===== src/rtl/core/rwlm_pkg.sv =====
// Types and constants shared by the readers-writer lock manager.
`default_nettype none

package rwlm_pkg;

   localparam int OP_W     = 3;
   localparam int ID_W     = 4;
   localparam int TMO_W    = 16;
   localparam int KIND_W   = 3;
   localparam int COUNT_W  = 5;
   localparam int WENTRY_W = ID_W + 1;

   localparam logic [COUNT_W-1:0] COUNT_MAX = 5'd31;

   typedef enum logic [OP_W-1:0] {
      OP_ENTER_READ  = 3'd0,
      OP_ENTER_WRITE = 3'd1,
      OP_EXIT_READ   = 3'd2,
      OP_EXIT_WRITE  = 3'd3,
      OP_TIMEOUT     = 3'd4
   } op_type;

   typedef enum logic [KIND_W-1:0] {
      KIND_ENTERED   = 3'd0,
      KIND_QUEUED    = 3'd1,
      KIND_RELEASED  = 3'd2,
      KIND_GRANTED   = 3'd3,
      KIND_TIMEDOUT  = 3'd4,
      KIND_IGNORED   = 3'd5
   } kind_type;

   typedef enum logic [2:0] {
      ST_IDLE,
      ST_DECIDE,
      ST_WAKE_WRITER,
      ST_DRAIN,
      ST_SCAN
   } state_type;

   // Queue command: rotation moves the head to the tail (keep) or discards it (drop).
   typedef struct packed {
      logic push;
      logic pop;
      logic rot_keep;
      logic rot_drop;
   } q_cmd_type;

   typedef struct packed {
      logic empty;
      logic full;
   } q_status_type;

   typedef struct packed {
      logic shift;
      logic wrap;
      logic append;
   } cell_ctl_type;

endpackage

`default_nettype wire


===== src/rtl/core/rwlm_queue_cell.sv =====
// One queue cell: holds an entry and takes its upper neighbor's entry on a shift.
`default_nettype none

module rwlm_queue_cell
   import rwlm_pkg::*;
#(
   parameter int W     = 4,
   parameter int IW    = 4,
   parameter int INDEX = 0
) (
   input  wire logic          clock,
   input  wire cell_ctl_type  ctl,
   input  wire logic [IW-1:0] tail,
   input  wire logic [W-1:0]  head_data,
   input  wire logic [W-1:0]  next_data,
   input  wire logic [W-1:0]  append_data,
   output logic      [W-1:0]  data_out
);

   logic [W-1:0] data_ff;
   logic [W-1:0] data_in;
   logic         hit;

   assign hit = (tail == IW'(INDEX));

   always_comb begin
      data_in = data_ff;
      if (ctl.shift) begin
         data_in = (ctl.wrap && hit) ? head_data : next_data;
      end else if (ctl.append && hit) begin
         data_in = append_data;
      end
   end

   always_ff @(posedge clock) begin
      data_ff <= data_in;
   end

   assign data_out = data_ff;

endmodule

`default_nettype wire


===== src/rtl/core/rwlm_queue.sv =====
// FIFO built as a row of shifting cells, oldest entry in cell zero, with a fill count.
`default_nettype none

module rwlm_queue
   import rwlm_pkg::*;
#(
   parameter int DEPTH = 16,
   parameter int W     = 4
) (
   input  wire logic                         clock,
   input  wire logic                         reset,
   input  wire q_cmd_type                    cmd,
   input  wire logic [W-1:0]                 push_data,
   output logic      [W-1:0]                 head_data,
   output logic      [$clog2(DEPTH+1)-1:0]   fill,
   output q_status_type                      status
);

   localparam int FW = $clog2(DEPTH + 1);
   localparam int IW = (DEPTH > 1) ? $clog2(DEPTH) : 1;

   logic [FW-1:0] fill_ff;
   logic [FW-1:0] fill_in;
   logic [FW-1:0] tail_wide;
   logic [IW-1:0] tail;
   cell_ctl_type  ctl;
   logic [W-1:0]  data [DEPTH];

   // A push lands just past the last entry; a kept head goes to the last slot.
   assign tail_wide  = cmd.push ? fill_ff : (fill_ff - FW'(1));
   assign tail       = tail_wide[IW-1:0];
   assign ctl.shift  = cmd.pop | cmd.rot_keep | cmd.rot_drop;
   assign ctl.wrap   = cmd.rot_keep;
   assign ctl.append = cmd.push;

   for (genvar i = 0; i < DEPTH; i++) begin : g_cell
      logic [W-1:0] nxt;
      if (i == DEPTH - 1) begin : g_end
         assign nxt = data[i];
      end else begin : g_mid
         assign nxt = data[i+1];
      end
      rwlm_queue_cell #(
         .W     (W),
         .IW    (IW),
         .INDEX (i)
      ) u_cell (
         .clock       (clock),
         .ctl         (ctl),
         .tail        (tail),
         .head_data   (data[0]),
         .next_data   (nxt),
         .append_data (push_data),
         .data_out    (data[i])
      );
   end

   always_comb begin
      fill_in = fill_ff;
      if (cmd.push) begin
         fill_in = fill_ff + FW'(1);
      end else if (cmd.pop || cmd.rot_drop) begin
         fill_in = fill_ff - FW'(1);
      end
   end

   always_ff @(posedge clock) begin
      if (reset) begin
         fill_ff <= '0;
      end else begin
         fill_ff <= fill_in;
      end
   end

   assign head_data    = data[0];
   assign fill         = fill_ff;
   assign status.empty = (fill_ff == '0);
   assign status.full  = (fill_ff == FW'(DEPTH));

endmodule

`default_nettype wire


===== src/rtl/core/readers_writer_lock_manager_top.sv =====
// Readers-writer lock manager with writer preference: controller and two cell queues.
//
// Usage: a lock event (operation, thread id, writer timeout) is taken at a clock edge
// where start is high and busy is low. Each event produces one or more result words on
// the rsp_ ports, one per cycle, each marked by rsp_valid for exactly one cycle; the
// final word of an event has rsp_last set. The receiver cannot stall, so every word
// must be taken in the cycle it is shown.
// The first result word is computed in the decide state and registered onto the rsp_
// ports. A wake adds one word per cycle: an exit_write that grants N queued readers
// produces N+1 words on consecutive cycles. A writer timeout rotates the whole writer
// queue through its head cell, one entry per cycle, and shows its single word after
// the last entry has passed (from the decide state itself if no writer waits).
// Back-to-back events: busy drops in the cycle the final word is shown, so the next
// event can be taken in that cycle.
// Reset (synchronous, active high) empties both queues, clears the reader count and the
// writer-active flag, and returns the controller to idle.
`default_nettype none

module readers_writer_lock_manager_top
   import rwlm_pkg::*;
#(
   parameter int THREADS = 16
) (
   input  wire logic              clock,
   input  wire logic              reset,
   input  wire logic              start,
   output logic                   busy,
   input  wire logic [OP_W-1:0]   req_operation,
   input  wire logic [ID_W-1:0]   req_thread_id,
   input  wire logic [TMO_W-1:0]  req_timeout_ms,
   output logic                   rsp_valid,
   output logic      [KIND_W-1:0] rsp_kind,
   output logic      [ID_W-1:0]   rsp_who,
   output logic      [TMO_W-1:0]  rsp_arm_timer_ms,
   output logic                   rsp_cancel_timer,
   output logic                   rsp_last
);

   localparam int FW = $clog2(THREADS + 1);

   state_type           state_ff, state_in;
   logic [OP_W-1:0]     op_ff, op_in;
   logic [ID_W-1:0]     id_ff, id_in;
   logic [TMO_W-1:0]    tmo_ff, tmo_in;
   logic [COUNT_W-1:0]  count_ff, count_in;
   logic                wactive_ff, wactive_in;
   logic                found_ff, found_in;
   logic [FW-1:0]       remain_ff, remain_in;

   logic                rsp_valid_ff, rsp_valid_in;
   logic [KIND_W-1:0]   rsp_kind_ff, rsp_kind_in;
   logic [ID_W-1:0]     rsp_who_ff, rsp_who_in;
   logic [TMO_W-1:0]    rsp_arm_ff, rsp_arm_in;
   logic                rsp_cancel_ff, rsp_cancel_in;
   logic                rsp_last_ff, rsp_last_in;

   q_cmd_type           rcmd, wcmd;
   q_status_type        rstat, wstat;
   logic [ID_W-1:0]     rhead;
   logic [WENTRY_W-1:0] whead;
   logic [WENTRY_W-1:0] wpush;
   logic [FW-1:0]       rfill, wfill;
   logic [COUNT_W-1:0]  count_inc;
   logic                accept;
   logic                match;

   rwlm_queue #(
      .DEPTH (THREADS),
      .W     (ID_W)
   ) u_readers (
      .clock     (clock),
      .reset     (reset),
      .cmd       (rcmd),
      .push_data (id_ff),
      .head_data (rhead),
      .fill      (rfill),
      .status    (rstat)
   );

   // Writer entries carry the timed flag above the thread id.
   assign wpush = {(tmo_ff != '0), id_ff};

   rwlm_queue #(
      .DEPTH (THREADS),
      .W     (WENTRY_W)
   ) u_writers (
      .clock     (clock),
      .reset     (reset),
      .cmd       (wcmd),
      .push_data (wpush),
      .head_data (whead),
      .fill      (wfill),
      .status    (wstat)
   );

   assign busy      = (state_ff != ST_IDLE);
   assign accept    = start && !busy;
   assign count_inc = (count_ff == COUNT_MAX) ? count_ff : (count_ff + COUNT_W'(1));
   assign match     = whead[ID_W] && (whead[ID_W-1:0] == id_ff) && !found_ff;

   always_comb begin
      state_in      = state_ff;
      op_in         = accept ? req_operation : op_ff;
      id_in         = accept ? req_thread_id : id_ff;
      tmo_in        = accept ? req_timeout_ms : tmo_ff;
      count_in      = count_ff;
      wactive_in    = wactive_ff;
      found_in      = found_ff;
      remain_in     = remain_ff;
      rcmd          = '0;
      wcmd          = '0;
      rsp_valid_in  = 1'b0;
      rsp_kind_in   = KIND_IGNORED;
      rsp_who_in    = id_ff;
      rsp_arm_in    = '0;
      rsp_cancel_in = 1'b0;
      rsp_last_in   = 1'b0;

      unique case (state_ff)
         ST_IDLE: begin
            if (accept) begin
               state_in = ST_DECIDE;
            end
         end

         ST_DECIDE: begin
            rsp_valid_in = 1'b1;
            rsp_last_in  = 1'b1;
            state_in     = ST_IDLE;
            case (op_ff)
               OP_ENTER_READ: begin
                  if (wactive_ff || !wstat.empty) begin
                     if (!rstat.full) begin
                        rcmd.push   = 1'b1;
                        rsp_kind_in = KIND_QUEUED;
                     end
                  end else begin
                     count_in    = count_inc;
                     rsp_kind_in = KIND_ENTERED;
                  end
               end
               OP_ENTER_WRITE: begin
                  if ((count_ff != '0) || wactive_ff) begin
                     if (!wstat.full) begin
                        wcmd.push   = 1'b1;
                        rsp_kind_in = KIND_QUEUED;
                        rsp_arm_in  = tmo_ff;
                     end
                  end else begin
                     wactive_in  = 1'b1;
                     rsp_kind_in = KIND_ENTERED;
                  end
               end
               OP_EXIT_READ: begin
                  rsp_kind_in = KIND_RELEASED;
                  if (count_ff != '0) begin
                     count_in = count_ff - COUNT_W'(1);
                  end
                  // The count ends at zero when it was zero or one before.
                  if ((count_ff <= COUNT_W'(1)) && !wactive_ff && !wstat.empty) begin
                     rsp_last_in = 1'b0;
                     state_in    = ST_WAKE_WRITER;
                  end
               end
               OP_EXIT_WRITE: begin
                  rsp_kind_in = KIND_RELEASED;
                  wactive_in  = 1'b0;
                  if (!rstat.empty) begin
                     rsp_last_in = 1'b0;
                     state_in    = ST_DRAIN;
                  end else if (!wstat.empty) begin
                     rsp_last_in = 1'b0;
                     state_in    = ST_WAKE_WRITER;
                  end
               end
               OP_TIMEOUT: begin
                  if (!wstat.empty) begin
                     rsp_valid_in = 1'b0;
                     rsp_last_in  = 1'b0;
                     remain_in    = wfill;
                     found_in     = 1'b0;
                     state_in     = ST_SCAN;
                  end
               end
               default: begin
                  rsp_kind_in = KIND_IGNORED;
               end
            endcase
         end

         ST_WAKE_WRITER: begin
            wcmd.pop      = 1'b1;
            wactive_in    = 1'b1;
            rsp_valid_in  = 1'b1;
            rsp_kind_in   = KIND_GRANTED;
            rsp_who_in    = whead[ID_W-1:0];
            rsp_cancel_in = whead[ID_W];
            rsp_last_in   = 1'b1;
            state_in      = ST_IDLE;
         end

         ST_DRAIN: begin
            rcmd.pop     = 1'b1;
            count_in     = count_inc;
            rsp_valid_in = 1'b1;
            rsp_kind_in  = KIND_GRANTED;
            rsp_who_in   = rhead;
            if (rfill == FW'(1)) begin
               rsp_last_in = 1'b1;
               state_in    = ST_IDLE;
            end
         end

         ST_SCAN: begin
            // Every queued writer passes the head once; the first timed match is dropped.
            wcmd.rot_drop = match;
            wcmd.rot_keep = !match;
            found_in      = found_ff | match;
            remain_in     = remain_ff - FW'(1);
            if (remain_ff == FW'(1)) begin
               rsp_valid_in = 1'b1;
               rsp_kind_in  = found_in ? KIND_TIMEDOUT : KIND_IGNORED;
               rsp_last_in  = 1'b1;
               state_in     = ST_IDLE;
            end
         end

         default: begin
            state_in = ST_IDLE;
         end
      endcase
   end

   always_ff @(posedge clock) begin
      if (reset) begin
         state_ff     <= ST_IDLE;
         count_ff     <= '0;
         wactive_ff   <= 1'b0;
         found_ff     <= 1'b0;
         remain_ff    <= '0;
         rsp_valid_ff <= 1'b0;
      end else begin
         state_ff     <= state_in;
         count_ff     <= count_in;
         wactive_ff   <= wactive_in;
         found_ff     <= found_in;
         remain_ff    <= remain_in;
         rsp_valid_ff <= rsp_valid_in;
      end
   end

   always_ff @(posedge clock) begin
      op_ff         <= op_in;
      id_ff         <= id_in;
      tmo_ff        <= tmo_in;
      rsp_kind_ff   <= rsp_kind_in;
      rsp_who_ff    <= rsp_who_in;
      rsp_arm_ff    <= rsp_arm_in;
      rsp_cancel_ff <= rsp_cancel_in;
      rsp_last_ff   <= rsp_last_in;
   end

   assign rsp_valid        = rsp_valid_ff;
   assign rsp_kind         = rsp_kind_ff;
   assign rsp_who          = rsp_who_ff;
   assign rsp_arm_timer_ms = rsp_arm_ff;
   assign rsp_cancel_timer = rsp_cancel_ff;
   assign rsp_last         = rsp_last_ff;

endmodule

`default_nettype wire


===== config.mk =====
export PLATFORM = sky130hd
export DESIGN_NAME = readers_writer_lock_manager_top
export DESIGN_NICKNAME = d
export VERILOG_FILES = /design/src/rtl/core/rwlm_pkg.sv /design/src/rtl/core/rwlm_queue_cell.sv /design/src/rtl/core/rwlm_queue.sv /design/src/rtl/core/readers_writer_lock_manager_top.sv
export SDC_FILE = /design/constraint.sdc
export NUM_CORES = 1
export LEC_CHECK = 0
export BUFFER_PORTS_ARGS = -buffer_cell sky130_fd_sc_hd__buf_2
export CAP_MARGIN = 5
export CELL_PAD_IN_SITES_DETAIL_PLACEMENT = 1
export CELL_PAD_IN_SITES_GLOBAL_PLACEMENT = 2
export CORE_ASPECT_RATIO = 0.5
export CORE_UTILIZATION = 45
export CTS_CLUSTER_SIZE = 16
export DETAILED_ROUTE_END_ITERATION = 16
export GPL_ROUTABILITY_DRIVEN = 0
export GPL_TIMING_DRIVEN = 0
export PLACE_DENSITY_LB_ADDON = 0.1
export RECOVER_POWER = 100
export SYNTH_ARGS = -nofsm -noshare
export SYNTH_HDL_FRONTEND = slang
export SYNTH_SLANG_ARGS = --single-unit
export TNS_END_PERCENT = 5

===== constraint.sdc =====
create_clock -name clock -period 10.5 [get_ports clock]
set_clock_uncertainty 0.05 [all_clocks]
set_input_delay 0.525 -clock clock [delete_from_list [all_inputs] [get_ports clock]]
set_output_delay 0.525 -clock clock [all_outputs]
set_load 0.005 [all_outputs]

==> impl_results.md <==
* Status: finished, final reports clean
* Pwr Density at about 160 mW/mm2
* First-pass GRT wire length at between 40 and 50 mm
* Leakage dissipation at around 4.2 nW
* Seq cells post-synth at between 200 and 250
* Worst hold-check path type: in -> reg
* Final core utilization at approximately 53%
* Max-slew violations at 0
* IO Pins at 53
* Fraction of layout cells with a size suffix above 1 at ~8%
* Fin crit period at 4.73 ns
* Synth Area per Inst at about 11 um2
* Die area at between 0.02 and 0.025 mm2
* Max layer used: met4
* CP Class: reg -> reg
* Post-Synthesis Cells at ~950
* Met1 WL at approximately 15 mm
* Synth area leader: edfxtp_1
* Yosys warnings at 0
* Post-synth top flop: edfxtp_1
* Most numerous cell in the Yosys netlist: edfxtp_1
* Rel. slew slack at 24.6%
* Crit path largest cell delay at about 0.74 ns
* Synth top area share at a little under half
* Metal3 WL at 2.12 mm
* Post-synth EDFFs at approximately 170
* WL/cell at about 23 um
* CP arrival at between 4 and 5 ns
* Fill count at 2397
* Setup violations, final at 0
* NumNets Final at 1072
* CP Cell Sequence: clkbuf_1, inv_1, ha_1, nand3_1, nand2_1, ha_1, nand2_1, nor3_1, a31oi_1, clkbuf_1, o21ai_0, o21ai_0
* Hold Buf Count CTS at 0
* CTS clk-pin slew, worst paths at around 0.07 ns
* Ant. Diodes at 0
* H-tree depth at 1
* Endpoints failing hold at 0
* WHS Path Cells at 1
* Cell Area, Synth at about 0.010 mm2
* Via/cell ratio at a little over 6
* Via count at slightly above 8000
* Port bufs at 51
* Met2 wire len at around 14 mm
* Antenna viol nets, final at 0
* Synth top area cells: edfxtp_1 (48%), dfxtp_1 (9.8%), a21o_1 (4.7%)
* Area Overhead vs Synth at 12.3%
* Core area at around 0.022 mm2
* Final worst path period share at a little under half
* CTS Sinks at 218
* Max-cap violation count at 0
* Maximum clock rate at about 210 MHz
* GRT Total Usage at 26.8%
* Num rows at 38
* CTS Buffer Depth at 3
* Initial core utilization at 47.1%
* CTS tree: done
* Synth unique cells at 75
* Crit-path max FO at 10
* Vias in the first global route at between 8000 and 9000
* DRC at 0
* CP max-delay cell: a31oi_1
* Sequential-to-total area share from yosys stat at 57.7%
* Post-CTS Setup Bufs at 0
* Clk root buf: clkbuf_16
* Startpoint Class: flop
* Worst slew pin tran at about 1.1 ns
* Die width at between 200 and 250 um
* Peak supply drop at just under 100 uV
* RSZ-0062 raised after global routing: no
* Crit. End Element: flop
* Drt total wl at around 31 mm
* Net Count, Synth at roughly 1000
* Top post-synthesis cells by count: edfxtp_1 (167), o21ai_0 (78), a21o_1 (65), nor2_1 (65), clkbuf_1 (64)
* CP required at approximately 11 ns
* Setup TNS Final at 0 ns
* Synth async-reset ratio at 0%
* Post-cts resize count at 0
* Drt first pass iters at 5
* Die H at 110 um
* Total grt overflow at 0
* Pin count of the biggest net entering global routing at 15
* R2R depth at 12
* CTS Buf Count at 21
* Antenna violations before repair at 0
* Initial drt markers at just over 800
* DPL Wire Length at around 22 mm
* Clk_lat worst skew at 0.52 ns
==> stage by stage <==
step,std cells,cell area (um2),hold WS [ns],setup WS (ns),power [W]
5_1_grt,1342,11700,0.123,5.49,0.00187
4_1_cts,1342,11800,0.123,5.96,0.00183
2_1_floorplan,953,10500,0.409,7.20,0.00101
3_5_place_dp,1305,11100,0.440,6.02,0.00105
6_report,1342,11700,0.128,5.77,0.00182
3_3_place_gp,1304,11100,0.434,6.07,0.00104
==> placed cells by master, fill, tap and decap left out, drive strengths merged, types with 5 or more instances in the layout <==
cell,count
edfxtp,167
clkbuf,119
o21ai,88
a21o,66
nor2,65
dfxtp,51
a31oi,49
nand3,45
nand2,45
buf,45
nor3,35
a211oi,28
or3,26
inv,22
a21oi,22
ha,18
and3,17
nand2b,15
nor2b,8
a311o,8
nor4,8
nand4,6
xnor2,6
mux2i,5
nor4b,5
==> flip-flops by register name, indices dropped and copies added, names as in the netlist, 3 cells and up <==
register,cells
rsp_arm_timer_ms,16
state_ff,3
tmo_ff,16
u_writers.g_cell.u_cell.data_out,80
op_ff,3
u_readers.g_cell.u_cell.data_out,64
rsp_who,4
id_ff,4
remain_ff,5
rsp_kind,3
count_ff,5
u_readers.fill,5
u_writers.fill,5
==> critical path, delay by kind of cell (launching register included) <==
family,cells,cell delay (ns)
compound gates,3,1.23
fa+ha+maj,2,0.70
buf+inv,3,1.27
flops,1,0.36
simple gates,4,0.74
==> where the power goes <==
group | switching (W) | internal (W) | total (W)
clock | 0.000331 | 0.000459 | 0.000791
sequential | 0.00000755 | 0.000940 | 0.000947
combinational | 0.0000532 | 0.0000301 | 0.0000833
==> metal layers <==
metal | vias to the layer above | global-route usage [%]
met5 | - | 0
met4 | 0 | 5.89
met3 | 52 | 6.09
met2 | 277 | 42.0
met1 | 4186 | 37.9
li1 | 3793 | -
==> cells by family (layout without fill, tap and decap cells) <==
family / after synthesis / count (layout) / share of synthesized area, %
AND/OR/NAND/NOR: 292 / 292 / 14.6
flip-flops: 218 / 218 / 57.7
XOR/XNOR: 9 / 9 / 0.754
AO/OA/AOI/OAI: 310 / 310 / 20.3
adder cells (fa/ha/maj): 18 / 18 / 2.15
buffers and inverters: 101 / 190 / 3.99
multiplexers: 5 / 5 / 0.479
==> cell type report <==
| cell class | instances | area (um2) | area share, % |
|---|---|---|---|
| clock buffer | 33 | 591 | 5.03 |
| buffer | 79 | 332 | 2.82 |
| timing repair buffer | 52 | 239 | 2.04 |
| tap | 300 | 375 | 3.20 |
| inverter | 22 | 82.6 | 0.703 |
| clock inverter | 4 | 93.8 | 0.799 |
| sequential | 218 | 6040 | 51.4 |
| multi-input combinational | 634 | 3990 | 34.0 |
==> final timing paths <==
kind,startpoint,slack (ns),to
worst min-delay path,req_thread_id[2],0.13,id_ff[2]
worst min register to register,tmo_ff[2],0.45,rsp_arm_timer_ms[2]
worst max-delay path,u_writers.fill[1],5.77,u_writers.g_cell[0].u_cell.data_out[1]
worst max register to register,u_writers.fill[1],5.77,u_writers.g_cell[0].u_cell.data_out[1]
Note: power is estimated with default switching activity, not from simulation.
